==> src/hw/rtl/assert_macros.svh <==
// Assertion macros for the RTL of the FIR convolution filter unit
`ifndef ASSERT_MACROS_SVH
`define ASSERT_MACROS_SVH

`ifndef ASSERT_OFF

// Check that cons holds in the same cycle as ante
`define AST_SAME(lbl, clk, rst, ante, cons, msg) \
  lbl: assert property (@(posedge clk) disable iff (rst) (ante) |-> (cons)) \
    else $error(msg);

// Check that cons holds in the cycle after ante
`define AST_NEXT(lbl, clk, rst, ante, cons, msg) \
  lbl: assert property (@(posedge clk) disable iff (rst) (ante) |=> (cons)) \
    else $error(msg);

`else

`define AST_SAME(lbl, clk, rst, ante, cons, msg)
`define AST_NEXT(lbl, clk, rst, ante, cons, msg)

`endif

`endif

==> src/hw/rtl/fcf_pkg.sv <==
// Shared types and constants of the FIR convolution filter
`timescale 1ns / 1ps

package fcf_pkg;

  // Payload widths
  localparam int COEF_W   = 16;
  localparam int SAMPLE_W = 16;
  localparam int INDEX_W  = 6;
  localparam int ACC_W    = 38;

  // Digit-serial multiply: radix-16 over the sample word
  localparam int DIG_W    = 4;
  localparam int DIGITS   = SAMPLE_W / DIG_W;
  localparam int DCNT_W   = $clog2(DIGITS);
  localparam int MUL_W    = COEF_W + DIG_W + 1;
  localparam int PROD_W   = COEF_W + SAMPLE_W;

  // Configuration port
  localparam int PDATA_W  = 32;
  localparam int PADDR_W  = 3;
  localparam int TAP_W    = 6;
  localparam logic [TAP_W-1:0] TAP_RESET = 6'd38;

  // Register word index
  localparam logic REG_TAP_COUNT = 1'b0;

  // Item action codes
  localparam logic ACT_LOAD   = 1'b0;
  localparam logic ACT_SAMPLE = 1'b1;

  // Sequencer commands to the multiply-accumulate unit
  typedef struct packed {
    logic clear;
    logic load;
    logic step;
    logic accum;
  } mac_ctl_t;

  typedef struct packed {
    logic digit_last;
  } mac_sts_t;

endpackage

==> src/hw/rtl/fcf_if.sv <==
// Valid/ready channel interfaces for filter input and output items
`timescale 1ns / 1ps

interface fcf_in_if;
  import fcf_pkg::*;

  logic                       valid;
  logic                       ready;
  logic                       action;
  logic [INDEX_W-1:0]         coef_index;
  logic signed [COEF_W-1:0]   coef_value;
  logic signed [SAMPLE_W-1:0] sample_value;
  logic                       last_sample;

  modport source (
    output valid, action, coef_index, coef_value, sample_value, last_sample,
    input  ready
  );

  modport sink (
    input  valid, action, coef_index, coef_value, sample_value, last_sample,
    output ready
  );
endinterface

interface fcf_out_if;
  import fcf_pkg::*;

  logic                    valid;
  logic                    ready;
  logic signed [ACC_W-1:0] filtered_value;
  logic                    last_output;

  modport source (
    output valid, filtered_value, last_output,
    input  ready
  );

  modport sink (
    input  valid, filtered_value, last_output,
    output ready
  );
endinterface

==> src/hw/rtl/fir_convolution_filter_unit.sv <==
// A sample item is shifted into the history, then each of the T active taps is walked:
// one RAM read, one operand load, four digit steps, one add; then the sum is emitted.
// A last sample adds T-1 tail results, each with a zero shifted in; a load stays in idle.
// Items are taken only in idle, not while a sample is in work; a held result stalls only the emit.
// Reset sets tap_count to 38 and marks kernel and history entries as zero (valid bits).
`timescale 1ns / 1ps

`include "assert_macros.svh"

module fir_convolution_filter_unit #(
  parameter int MAX_TAPS = 38
) (
  input  logic                         clk,
  input  logic                         rst,
  fcf_in_if.sink                       in_ch,
  fcf_out_if.source                    out_ch,
  input  logic                         psel,
  input  logic                         penable,
  input  logic                         pwrite,
  input  logic [fcf_pkg::PADDR_W-1:0]  paddr,
  input  logic [fcf_pkg::PDATA_W-1:0]  pwdata,
  output logic [fcf_pkg::PDATA_W-1:0]  prdata,
  output logic                         pready
);
  import fcf_pkg::*;

  localparam int AW   = (MAX_TAPS > 1) ? $clog2(MAX_TAPS) : 1;
  localparam int CMPW = INDEX_W + 1;

  typedef enum logic [2:0] {
    ST_IDLE,
    ST_SHIFT,
    ST_READ,
    ST_LOAD,
    ST_MUL,
    ST_ACC,
    ST_EMIT
  } state_t;

  state_t                     state;
  logic [TAP_W-1:0]           tap_count;
  logic [AW-1:0]              wp;
  logic [AW-1:0]              rp;
  logic [AW-1:0]              k;
  logic [AW-1:0]              taps_m1;
  logic [AW-1:0]              taps_m1_next;
  logic [AW-1:0]              flush_cnt;
  logic [AW-1:0]              wp_inc;
  logic [AW-1:0]              rp_dec;
  logic                       last_q;
  logic [SAMPLE_W-1:0]        samp_q;
  logic [MAX_TAPS-1:0]        hv;
  logic [MAX_TAPS-1:0]        kv;
  logic                       hv_q;
  logic                       kv_q;
  logic                       out_v;
  logic signed [ACC_W-1:0]    out_val;
  logic                       out_last;
  logic                       accept;
  logic                       load_ok;
  logic                       samp_go;
  logic                       emit_go;
  logic                       emit_last;
  logic                       fin_emit;
  logic                       cfg_wr;
  logic                       reg_idx;
  logic [COEF_W-1:0]          kern_rdata;
  logic [SAMPLE_W-1:0]        hist_rdata;
  logic signed [ACC_W-1:0]    acc;
  mac_ctl_t                   mac_ctl;
  mac_sts_t                   mac_sts;

  // Configuration port
  assign pready  = 1'b1;
  assign reg_idx = paddr[PADDR_W-1];
  assign cfg_wr  = psel && penable && pwrite && pready;
  assign prdata  = (reg_idx == REG_TAP_COUNT) ? PDATA_W'(tap_count) : '0;

  always_ff @(posedge clk) begin
    if (rst) begin
      tap_count <= TAP_RESET;
    end else if (cfg_wr && reg_idx == REG_TAP_COUNT) begin
      tap_count <= pwdata[TAP_W-1:0];
    end
  end

  // Active taps less one: zero means one tap, clamp above the store depth
  always_comb begin
    if (tap_count == '0) begin
      taps_m1_next = '0;
    end else if (CMPW'(tap_count) > CMPW'(MAX_TAPS)) begin
      taps_m1_next = AW'(MAX_TAPS - 1);
    end else begin
      taps_m1_next = AW'(tap_count - 1'b1);
    end
  end

  // Handshake and pointer arithmetic
  assign in_ch.ready = (state == ST_IDLE);
  assign accept      = in_ch.valid && in_ch.ready;
  assign load_ok     = accept && (in_ch.action == ACT_LOAD) &&
                       (CMPW'(in_ch.coef_index) < CMPW'(MAX_TAPS));
  assign samp_go     = accept && (in_ch.action == ACT_SAMPLE);
  assign wp_inc      = (wp == AW'(MAX_TAPS - 1)) ? '0 : wp + 1'b1;
  assign rp_dec      = (rp == '0) ? AW'(MAX_TAPS - 1) : rp - 1'b1;
  assign emit_go     = !out_v || out_ch.ready;
  assign emit_last   = last_q && (flush_cnt == taps_m1);
  assign fin_emit    = (state == ST_EMIT) && emit_go && emit_last;

  assign out_ch.valid          = out_v;
  assign out_ch.filtered_value = out_val;
  assign out_ch.last_output    = out_last;

  // Kernel and sample history stores
  fcf_ram #(
    .WIDTH (COEF_W),
    .DEPTH (MAX_TAPS)
  ) u_kern_ram (
    .clk   (clk),
    .we    (load_ok),
    .waddr (AW'(in_ch.coef_index)),
    .wdata (in_ch.coef_value),
    .raddr (k),
    .rdata (kern_rdata)
  );

  fcf_ram #(
    .WIDTH (SAMPLE_W),
    .DEPTH (MAX_TAPS)
  ) u_hist_ram (
    .clk   (clk),
    .we    (state == ST_SHIFT),
    .waddr (wp_inc),
    .wdata (samp_q),
    .raddr (rp),
    .rdata (hist_rdata)
  );

  // Valid bits read alongside the RAM data
  always_ff @(posedge clk) begin
    kv_q <= kv[k];
    hv_q <= hv[rp];
  end

  // Sequencer commands
  always_comb begin
    mac_ctl.clear = (state == ST_SHIFT);
    mac_ctl.load  = (state == ST_LOAD);
    mac_ctl.step  = (state == ST_MUL);
    mac_ctl.accum = (state == ST_ACC);
  end

  fcf_mac u_mac (
    .clk       (clk),
    .rst       (rst),
    .ctl       (mac_ctl),
    .coef      (kern_rdata),
    .coef_ok   (kv_q),
    .sample    (hist_rdata),
    .sample_ok (hv_q),
    .sts       (mac_sts),
    .acc       (acc)
  );

  // Sequencer: shift one sample in, walk the taps, emit the sum
  always_ff @(posedge clk) begin
    if (rst) begin
      state     <= ST_IDLE;
      wp        <= '0;
      rp        <= '0;
      k         <= '0;
      taps_m1   <= '0;
      flush_cnt <= '0;
      last_q    <= 1'b0;
      hv        <= '0;
      kv        <= '0;
      out_v     <= 1'b0;
      out_last  <= 1'b0;
    end else begin
      // Drop the held item once taken, unless a new one replaces it
      if (out_ch.ready && !(state == ST_EMIT && emit_go)) begin
        out_v <= 1'b0;
      end
      case (state)
        ST_IDLE: begin
          if (load_ok) begin
            kv[AW'(in_ch.coef_index)] <= 1'b1;
          end
          if (samp_go) begin
            samp_q    <= in_ch.sample_value;
            last_q    <= in_ch.last_sample;
            taps_m1   <= taps_m1_next;
            flush_cnt <= '0;
            state     <= ST_SHIFT;
          end
        end
        ST_SHIFT: begin
          // Tail shifts push zeros: leave their entries marked invalid
          hv[wp_inc] <= (flush_cnt == '0);
          wp         <= wp_inc;
          rp         <= wp_inc;
          k          <= '0;
          state      <= ST_READ;
        end
        ST_READ: begin
          state <= ST_LOAD;
        end
        ST_LOAD: begin
          state <= ST_MUL;
        end
        ST_MUL: begin
          if (mac_sts.digit_last) begin
            state <= ST_ACC;
          end
        end
        ST_ACC: begin
          if (k == taps_m1) begin
            state <= ST_EMIT;
          end else begin
            k     <= k + 1'b1;
            rp    <= rp_dec;
            state <= ST_READ;
          end
        end
        ST_EMIT: begin
          if (emit_go) begin
            out_v    <= 1'b1;
            out_val  <= acc;
            out_last <= emit_last;
            if (last_q && !emit_last) begin
              flush_cnt <= flush_cnt + 1'b1;
              samp_q    <= '0;
              state     <= ST_SHIFT;
            end else begin
              if (fin_emit) begin
                hv <= '0;
              end
              state <= ST_IDLE;
            end
          end
        end
        default: begin
          state <= ST_IDLE;
        end
      endcase
    end
  end

  // Checks on the sequencer
  `AST_NEXT(a_sample_starts_shift, clk, rst, samp_go, state == ST_SHIFT, "no shift after sample")
  `AST_SAME(a_tap_in_range, clk, rst, state == ST_ACC, k <= taps_m1, "tap past active taps")
  `AST_NEXT(a_clear_last, clk, rst, fin_emit, hv == '0 && out_last, "history not cleared")

endmodule

==> src/hw/rtl/fcf_ram.sv <==
// Generic single-write, single-read RAM with registered read data
`timescale 1ns / 1ps

module fcf_ram #(
  parameter int WIDTH = 16,
  parameter int DEPTH = 38,
  parameter int AW    = (DEPTH > 1) ? $clog2(DEPTH) : 1
) (
  input  logic             clk,
  input  logic             we,
  input  logic [AW-1:0]    waddr,
  input  logic [WIDTH-1:0] wdata,
  input  logic [AW-1:0]    raddr,
  output logic [WIDTH-1:0] rdata
);

  logic [WIDTH-1:0] mem [DEPTH];

  // Write one entry, read one entry each cycle
  always_ff @(posedge clk) begin
    if (we) begin
      mem[waddr] <= wdata;
    end
    rdata <= mem[raddr];
  end

endmodule

==> src/hw/rtl/fcf_mac.sv <==
// Digit-serial multiply-accumulate unit: one 4-bit sample digit per cycle while stepped
`timescale 1ns / 1ps

module fcf_mac (
  input  logic                            clk,
  input  logic                            rst,
  input  fcf_pkg::mac_ctl_t               ctl,
  input  logic [fcf_pkg::COEF_W-1:0]      coef,
  input  logic                            coef_ok,
  input  logic [fcf_pkg::SAMPLE_W-1:0]    sample,
  input  logic                            sample_ok,
  output fcf_pkg::mac_sts_t               sts,
  output logic signed [fcf_pkg::ACC_W-1:0] acc
);
  import fcf_pkg::*;

  logic signed [COEF_W-1:0] creg;
  logic [SAMPLE_W-1:0]      sreg;
  logic signed [PROD_W-1:0] prod;
  logic [DCNT_W-1:0]        dcnt;
  logic signed [DIG_W:0]    digit;
  logic signed [MUL_W-1:0]  part;
  logic signed [PROD_W-1:0] prod_next;

  // Top digit carries the sample sign, lower digits are unsigned
  always_comb begin
    if (dcnt == '0) begin
      digit = {sreg[SAMPLE_W-1], sreg[SAMPLE_W-1 -: DIG_W]};
    end else begin
      digit = {1'b0, sreg[SAMPLE_W-1 -: DIG_W]};
    end
    part      = creg * digit;
    prod_next = (prod <<< DIG_W) + PROD_W'(part);
  end

  assign sts.digit_last = (dcnt == DCNT_W'(DIGITS - 1));

  // Digit counter
  always_ff @(posedge clk) begin
    if (rst) begin
      dcnt <= '0;
    end else if (ctl.load) begin
      dcnt <= '0;
    end else if (ctl.step) begin
      dcnt <= dcnt + 1'b1;
    end
  end

  // Operand shift registers, partial product and accumulator
  always_ff @(posedge clk) begin
    if (ctl.load) begin
      creg <= coef_ok ? $signed(coef) : '0;
      sreg <= sample_ok ? sample : '0;
      prod <= '0;
    end else if (ctl.step) begin
      sreg <= sreg << DIG_W;
      prod <= prod_next;
    end
    if (ctl.clear) begin
      acc <= '0;
    end else if (ctl.accum) begin
      acc <= acc + ACC_W'(prod);
    end
  end

endmodule
==> src/flat_wrapper.sv <==
// flat-port wrapper written by rule: the top's interface ports become plain ports
module fir_convolution_filter_unit_flat import fcf_pkg::*;
#(
  parameter int MAX_TAPS = 38
)
  (clk, rst, psel, penable, pwrite, paddr, pwdata, prdata, pready, in_ch_valid, in_ch_action, in_ch_coef_index, in_ch_coef_value, in_ch_sample_value, in_ch_last_sample, in_ch_ready, out_ch_valid, out_ch_filtered_value, out_ch_last_output, out_ch_ready);
  fcf_in_if in_ch_i ();
  fcf_out_if out_ch_i ();
  input  logic clk;
  input  logic rst;
  input  logic psel;
  input  logic penable;
  input  logic pwrite;
  input  logic [fcf_pkg::PADDR_W-1:0] paddr;
  input  logic [fcf_pkg::PDATA_W-1:0] pwdata;
  output logic [fcf_pkg::PDATA_W-1:0] prdata;
  output logic pready;
  input wire logic [$bits(in_ch_i.valid)-1:0] in_ch_valid;
  input wire logic [$bits(in_ch_i.action)-1:0] in_ch_action;
  input wire logic [$bits(in_ch_i.coef_index)-1:0] in_ch_coef_index;
  input wire logic [$bits(in_ch_i.coef_value)-1:0] in_ch_coef_value;
  input wire logic [$bits(in_ch_i.sample_value)-1:0] in_ch_sample_value;
  input wire logic [$bits(in_ch_i.last_sample)-1:0] in_ch_last_sample;
  output wire logic [$bits(in_ch_i.ready)-1:0] in_ch_ready;
  output wire logic [$bits(out_ch_i.valid)-1:0] out_ch_valid;
  output wire logic [$bits(out_ch_i.filtered_value)-1:0] out_ch_filtered_value;
  output wire logic [$bits(out_ch_i.last_output)-1:0] out_ch_last_output;
  input wire logic [$bits(out_ch_i.ready)-1:0] out_ch_ready;
  assign in_ch_i.valid = in_ch_valid;
  assign in_ch_i.action = in_ch_action;
  assign in_ch_i.coef_index = in_ch_coef_index;
  assign in_ch_i.coef_value = in_ch_coef_value;
  assign in_ch_i.sample_value = in_ch_sample_value;
  assign in_ch_i.last_sample = in_ch_last_sample;
  assign in_ch_ready = in_ch_i.ready;
  assign out_ch_valid = out_ch_i.valid;
  assign out_ch_filtered_value = out_ch_i.filtered_value;
  assign out_ch_last_output = out_ch_i.last_output;
  assign out_ch_i.ready = out_ch_ready;
  fir_convolution_filter_unit #(.MAX_TAPS(MAX_TAPS)) u_core (.clk(clk), .rst(rst), .in_ch(in_ch_i), .out_ch(out_ch_i), .psel(psel), .penable(penable), .pwrite(pwrite), .paddr(paddr), .pwdata(pwdata), .prdata(prdata), .pready(pready));
endmodule
==> config.mk <==
export PLATFORM = sky130hd
export DESIGN_NAME = fir_convolution_filter_unit_flat
export DESIGN_NICKNAME = d
export VERILOG_FILES = /design/src/hw/rtl/fcf_pkg.sv /design/src/hw/rtl/fcf_if.sv /design/src/hw/rtl/fir_convolution_filter_unit.sv /design/src/hw/rtl/fcf_ram.sv /design/src/hw/rtl/fcf_mac.sv /design/src/flat_wrapper.sv
export VERILOG_INCLUDE_DIRS = /design/src /design/src/hw/rtl
export SDC_FILE = /design/constraint.sdc
export NUM_CORES = 2
export LEC_CHECK = 0
export BUFFER_PORTS_ARGS = -buffer_cell sky130_fd_sc_hd__buf_4
export CAP_MARGIN = 30
export CORE_MARGIN = 2
export CORE_UTILIZATION = 25
export CTS_BUF_LIST = sky130_fd_sc_hd__clkbuf_16
export DETAILED_ROUTE_END_ITERATION = 12
export PLACE_DENSITY = 0.39
export SYNTH_ARGS = -nofsm -noshare
export SYNTH_HDL_FRONTEND = slang
export SYNTH_HIERARCHICAL = 1
export SYNTH_SLANG_ARGS = --single-unit
==> constraint.sdc <==
create_clock -name clk -period 6.15 [get_ports clk]
set_input_delay 0.3075 -clock clk [delete_from_list [all_inputs] [get_ports clk]]
set_output_delay 0.3075 -clock clk [all_outputs]
set_load 0.01 [all_outputs]
==> impl_metrics.py <==
metrics = {
    "run_status": {
        "outcome": "finished, final reports clean",
    },
    "synthesis": {
        "synth_ff_type": "edfxtp_1",
        "synth_cell_type_count": 106,
        "async_flop_share": 0,
        "synth.cell_area_um2": 67700,
        "netlist_instances": 4542,
        "synth_top_area_cell": "edfxtp_1",
        "syn_avg_cell_area_um2": 14.9,
        "synth_area_leaders": "edfxtp_1, mux2i_1, dfxtp_1",
        "synth_seq_cells": 1526,
        "synth_edf_count": 1302,
        "synth_seq_area_share": 0.644,
        "synth_top_area_share": 0.577,
        "yosys_warnings": 6,
    },
    "power_and_ir_drop": {
        "p_int_mw": 20.1,
        "power_switching_mw": 8.19,
        "swShare": 0.289,
        "clkPwrFrac": 0.372,
        "ir_drop_mv": 0.259,
        "p_seq_frac": 0.415,
        "combPwrFrac": 0.213,
        "powerDensity_nw_per_um2": 357,
        "leakagePower_nw": 26.0,
    },
    "placement": {
        "gp_congestion": 0.763,
        "placed_cells": 8134,
        "port_buffers": 100,
        "post-place-ws_ps": 585,
        "hpwl_mm": 118,
    },
    "global_route": {
        "grt_max_degree": 82,
        "grt_pass1_vias": 39800,
        "grt_pass1_wl_mm": 279,
        "overflow": 0,
        "grtUsageTotal": 0.136,
        "antenna_found_initial": 11,
    },
    "floorplan": {
        "die-width_um": 524,
        "fp.dieH_um": 524,
        "die_area_um2": 275000,
        "initial_core_util": 0.251,
        "io_pins": 156,
        "core_area_um2": 270000,
        "rows": 191,
    },
    "final_layout": {
        "layout.nets": 5096,
        "final_cells": 8521,
        "fill_cells": 27200,
        "final_common_cell": "edfxtp_1",
        "final_layout_size_suffix_gt1_frac": 0.146,
        "layout_common_cells": "edfxtp_1, mux2i_1, buf_4",
        "syn_to_final_growth_pct": 17.1,
    },
    "timing": {
        "setup-violations-final": 0,
        "fmax_mhz": 183,
        "hold_violations": 0,
        "skew_ps": 112,
        "finalMaxSlewViolations": 0,
        "setup_ws_ps": 675,
        "tightest_slew_ps": 984,
        "min_period_ps": 5480,
        "relSlewSlack": 0.344,
        "final.setup.tns_ps": 0,
        "rsz0062_at_grt": "no",
        "min_period_over_period": 0.890,
    },
    "cts": {
        "cts.sinks": 1526,
        "root_buffer": "clkbuf_16",
        "postCtsResizedCells": 0,
        "numCtsBuffers": 186,
        "cts_max_path_buffers": 4,
        "worstSkewPairLatency_ps": 880,
        "htree_levels": 4,
        "cts_tree": "done",
        "clkTransAtPathRegs_ps": 60,
        "post_cts.repair.setup_buffers": 0,
        "holdBufCountCts": 49,
    },
    "setup_path": {
        "path_cells": "inv_1 -> ha_1 -> nand2_1 -> or2_2 -> fa_1 -> fa_1 -> inv_1 -> fa_1 -> fa_1 -> ha_1 -> fa_1 -> a21oi_1 -> o31ai_1 -> o211ai_2 -> a31oi_2 -> a211oi_2 -> o21ai_1 -> a221oi_2 -> nand4b_1 -> o211ai_1",
        "worstPathRequired_ps": 6920,
        "crit_type": "flip-flop to flip-flop",
        "critPathLaunchType": "flip-flop",
        "cpMostUsedCell": "fa_1",
        "critical_path.slowest_cell": "fa_1",
        "critPathTopFamily": "adder cells",
        "path_max_fanout": 4,
        "crit_buf_inv": 2,
        "cp_data_arrival_time_ps": 6250,
        "endpoint_kind": "flip-flop",
        "cpPeakStageDelay_ps": 560,
    },
    "drt": {
        "vias": 38500,
        "dr.pass1.iters": 5,
        "drc": 0,
        "wl_per_cell_um": 22.3,
        "antenna_left": 0,
        "wl_mm": 190,
        "drt_iter0_markers": 2454,
        "vias_per_cell": 4.51,
    },
    "job": {
        "drv_cap": 0,
    },
    "worst_hold_path": {
        "hp-class": "primary input to flip-flop",
    },
}
==> worst reg2reg max path, delay by kind of cell, from the launching register on <==
kind,cells,cell delay [ps]
and+or+nand+nor,3,470
buffers and inverters,2,110
AOI/OAI and AO/OA,8,1690
adders and majority gates,7,2850
DFF,1,330
==> synth_stat cells, types with 18 or more instances <==
master    count
clkbuf_1    108
ha_1        112
edfxtp_1   1302
buf_4        46
buf_6        35
buf_2        56
mux2i_1     596
a221oi_1     30
a21o_1       37
nand2_1     157
nor2b_1      25
nand3_1      51
and3_1       23
nor3_1       21
o41ai_2      33
and2_1       98
a22oi_1     129
a31oi_1      19
a221oi_2     38
fa_1        100
nand2b_1     34
inv_1       146
a22o_1       91
mux4_2       49
a21oi_1     200
o22ai_1      38
nor2_1      243
xnor2_1      52
dfxtp_1     224
o211ai_1     59
xor2_1       26
buf_1        18
a211oi_1     21
o21ai_0      78
==> cell type report <==
type,instances,area [µm²],share of cell area
antenna,7,17.5,0.000221
clock buffer,190,4750,0.0600
clock inverter,140,1060,0.0133
inverter,149,559,0.00705
multi-input combinational,2617,22100,0.279
sequential,1526,43600,0.550
tap,3570,4470,0.0563
timing repair buffer,322,2740,0.0345
==> cells by family after synthesis <==
| group | synth area share |
|---|---|
| DFF | 0.644 |
| AOI/OAI and AO/OA | 0.0988 |
| and+or+nand+nor | 0.0586 |
| muxes | 0.105 |
| buffers and inverters | 0.0333 |
| adders and majority gates | 0.0503 |
| xor gates and xnor gates | 0.0103 |
| other | 0.000111 |
==> power by group through the flow <==
stage	Sequential (mW)	Clock (mW)	Combinational, mW
floorplan	11.8	0	4.61
global placement	12.0	0	6.05
detailed placement	12.0	0	6.00
CTS	11.8	10.9	6.09
global route	11.8	11.3	6.85
finish	11.8	10.5	6.04
==> per-stage QoR <==
stage	utilization	area, µm²	hold slack [ps]	power [mW]
6_report	0.294	79300	72.3	28.3
5_1_grt	0.294	79300	65.3	29.9
4_1_cts	0.293	79200	8.87	28.8
3_5_place_dp	0.270	72900	454	18.0
3_3_place_gp	0.270	72800	443	18.1
2_1_floorplan	-	67800	384	16.4
==> flip-flops by register name, indices dropped and copies added, names as in the netlist, 2 cells and up <==
| signal | count |
|---|---|
| u_core/flush_cnt | 6 |
| u_core/hv | 38 |
| u_core/k | 6 |
| u_core/kv | 38 |
| u_core/out_ch.filtered_value | 38 |
| u_core/rp | 6 |
| u_core/samp_q | 16 |
| u_core/state | 3 |
| u_core/tap_count | 6 |
| u_core/taps_m1 | 6 |
| u_core/u_hist_ram/mem | 608 |
| u_core/u_hist_ram/rdata | 16 |
| u_core/u_kern_ram/mem | 608 |
| u_core/u_kern_ram/rdata | 16 |
| u_core/u_mac/acc | 38 |
| u_core/u_mac/creg | 16 |
| u_core/u_mac/dcnt | 2 |
| u_core/u_mac/prod | 32 |
| u_core/u_mac/sreg | 16 |
| u_core/wp | 6 |
==> metal layers <==
metal | up-vias | GRT usage | routed length (µm)
met4 | 6 | 0.0332 | 4150
met3 | 234 | 0.0194 | 6600
met2 | 612 | 0.220 | 88400
met5 | - | 0 | 32
li1 | 18000 | - | -
met1 | 19600 | 0.190 | 91100
==> path summary, 6_finish.rpt <==
kind | end | slack (ps) | startpoint | cells after the start
max | u_core/u_mac/prod[30]$_SDFFE_PP0P_ | 670 | u_core/u_mac/dcnt[0]$_SDFFE_PP0P_ | 20
min reg2reg | u_core/kv[22]$_SDFFE_PP0P_ | 460 | u_core/kv[22]$_SDFFE_PP0P_ | 2
min | u_core/kv[21]$_SDFFE_PP0P_ | 70 | in_ch_coef_index[3] | 4
max reg2reg | u_core/u_mac/prod[30]$_SDFFE_PP0P_ | 670 | u_core/u_mac/dcnt[0]$_SDFFE_PP0P_ | 20
(Power assumes the default switching activity.)
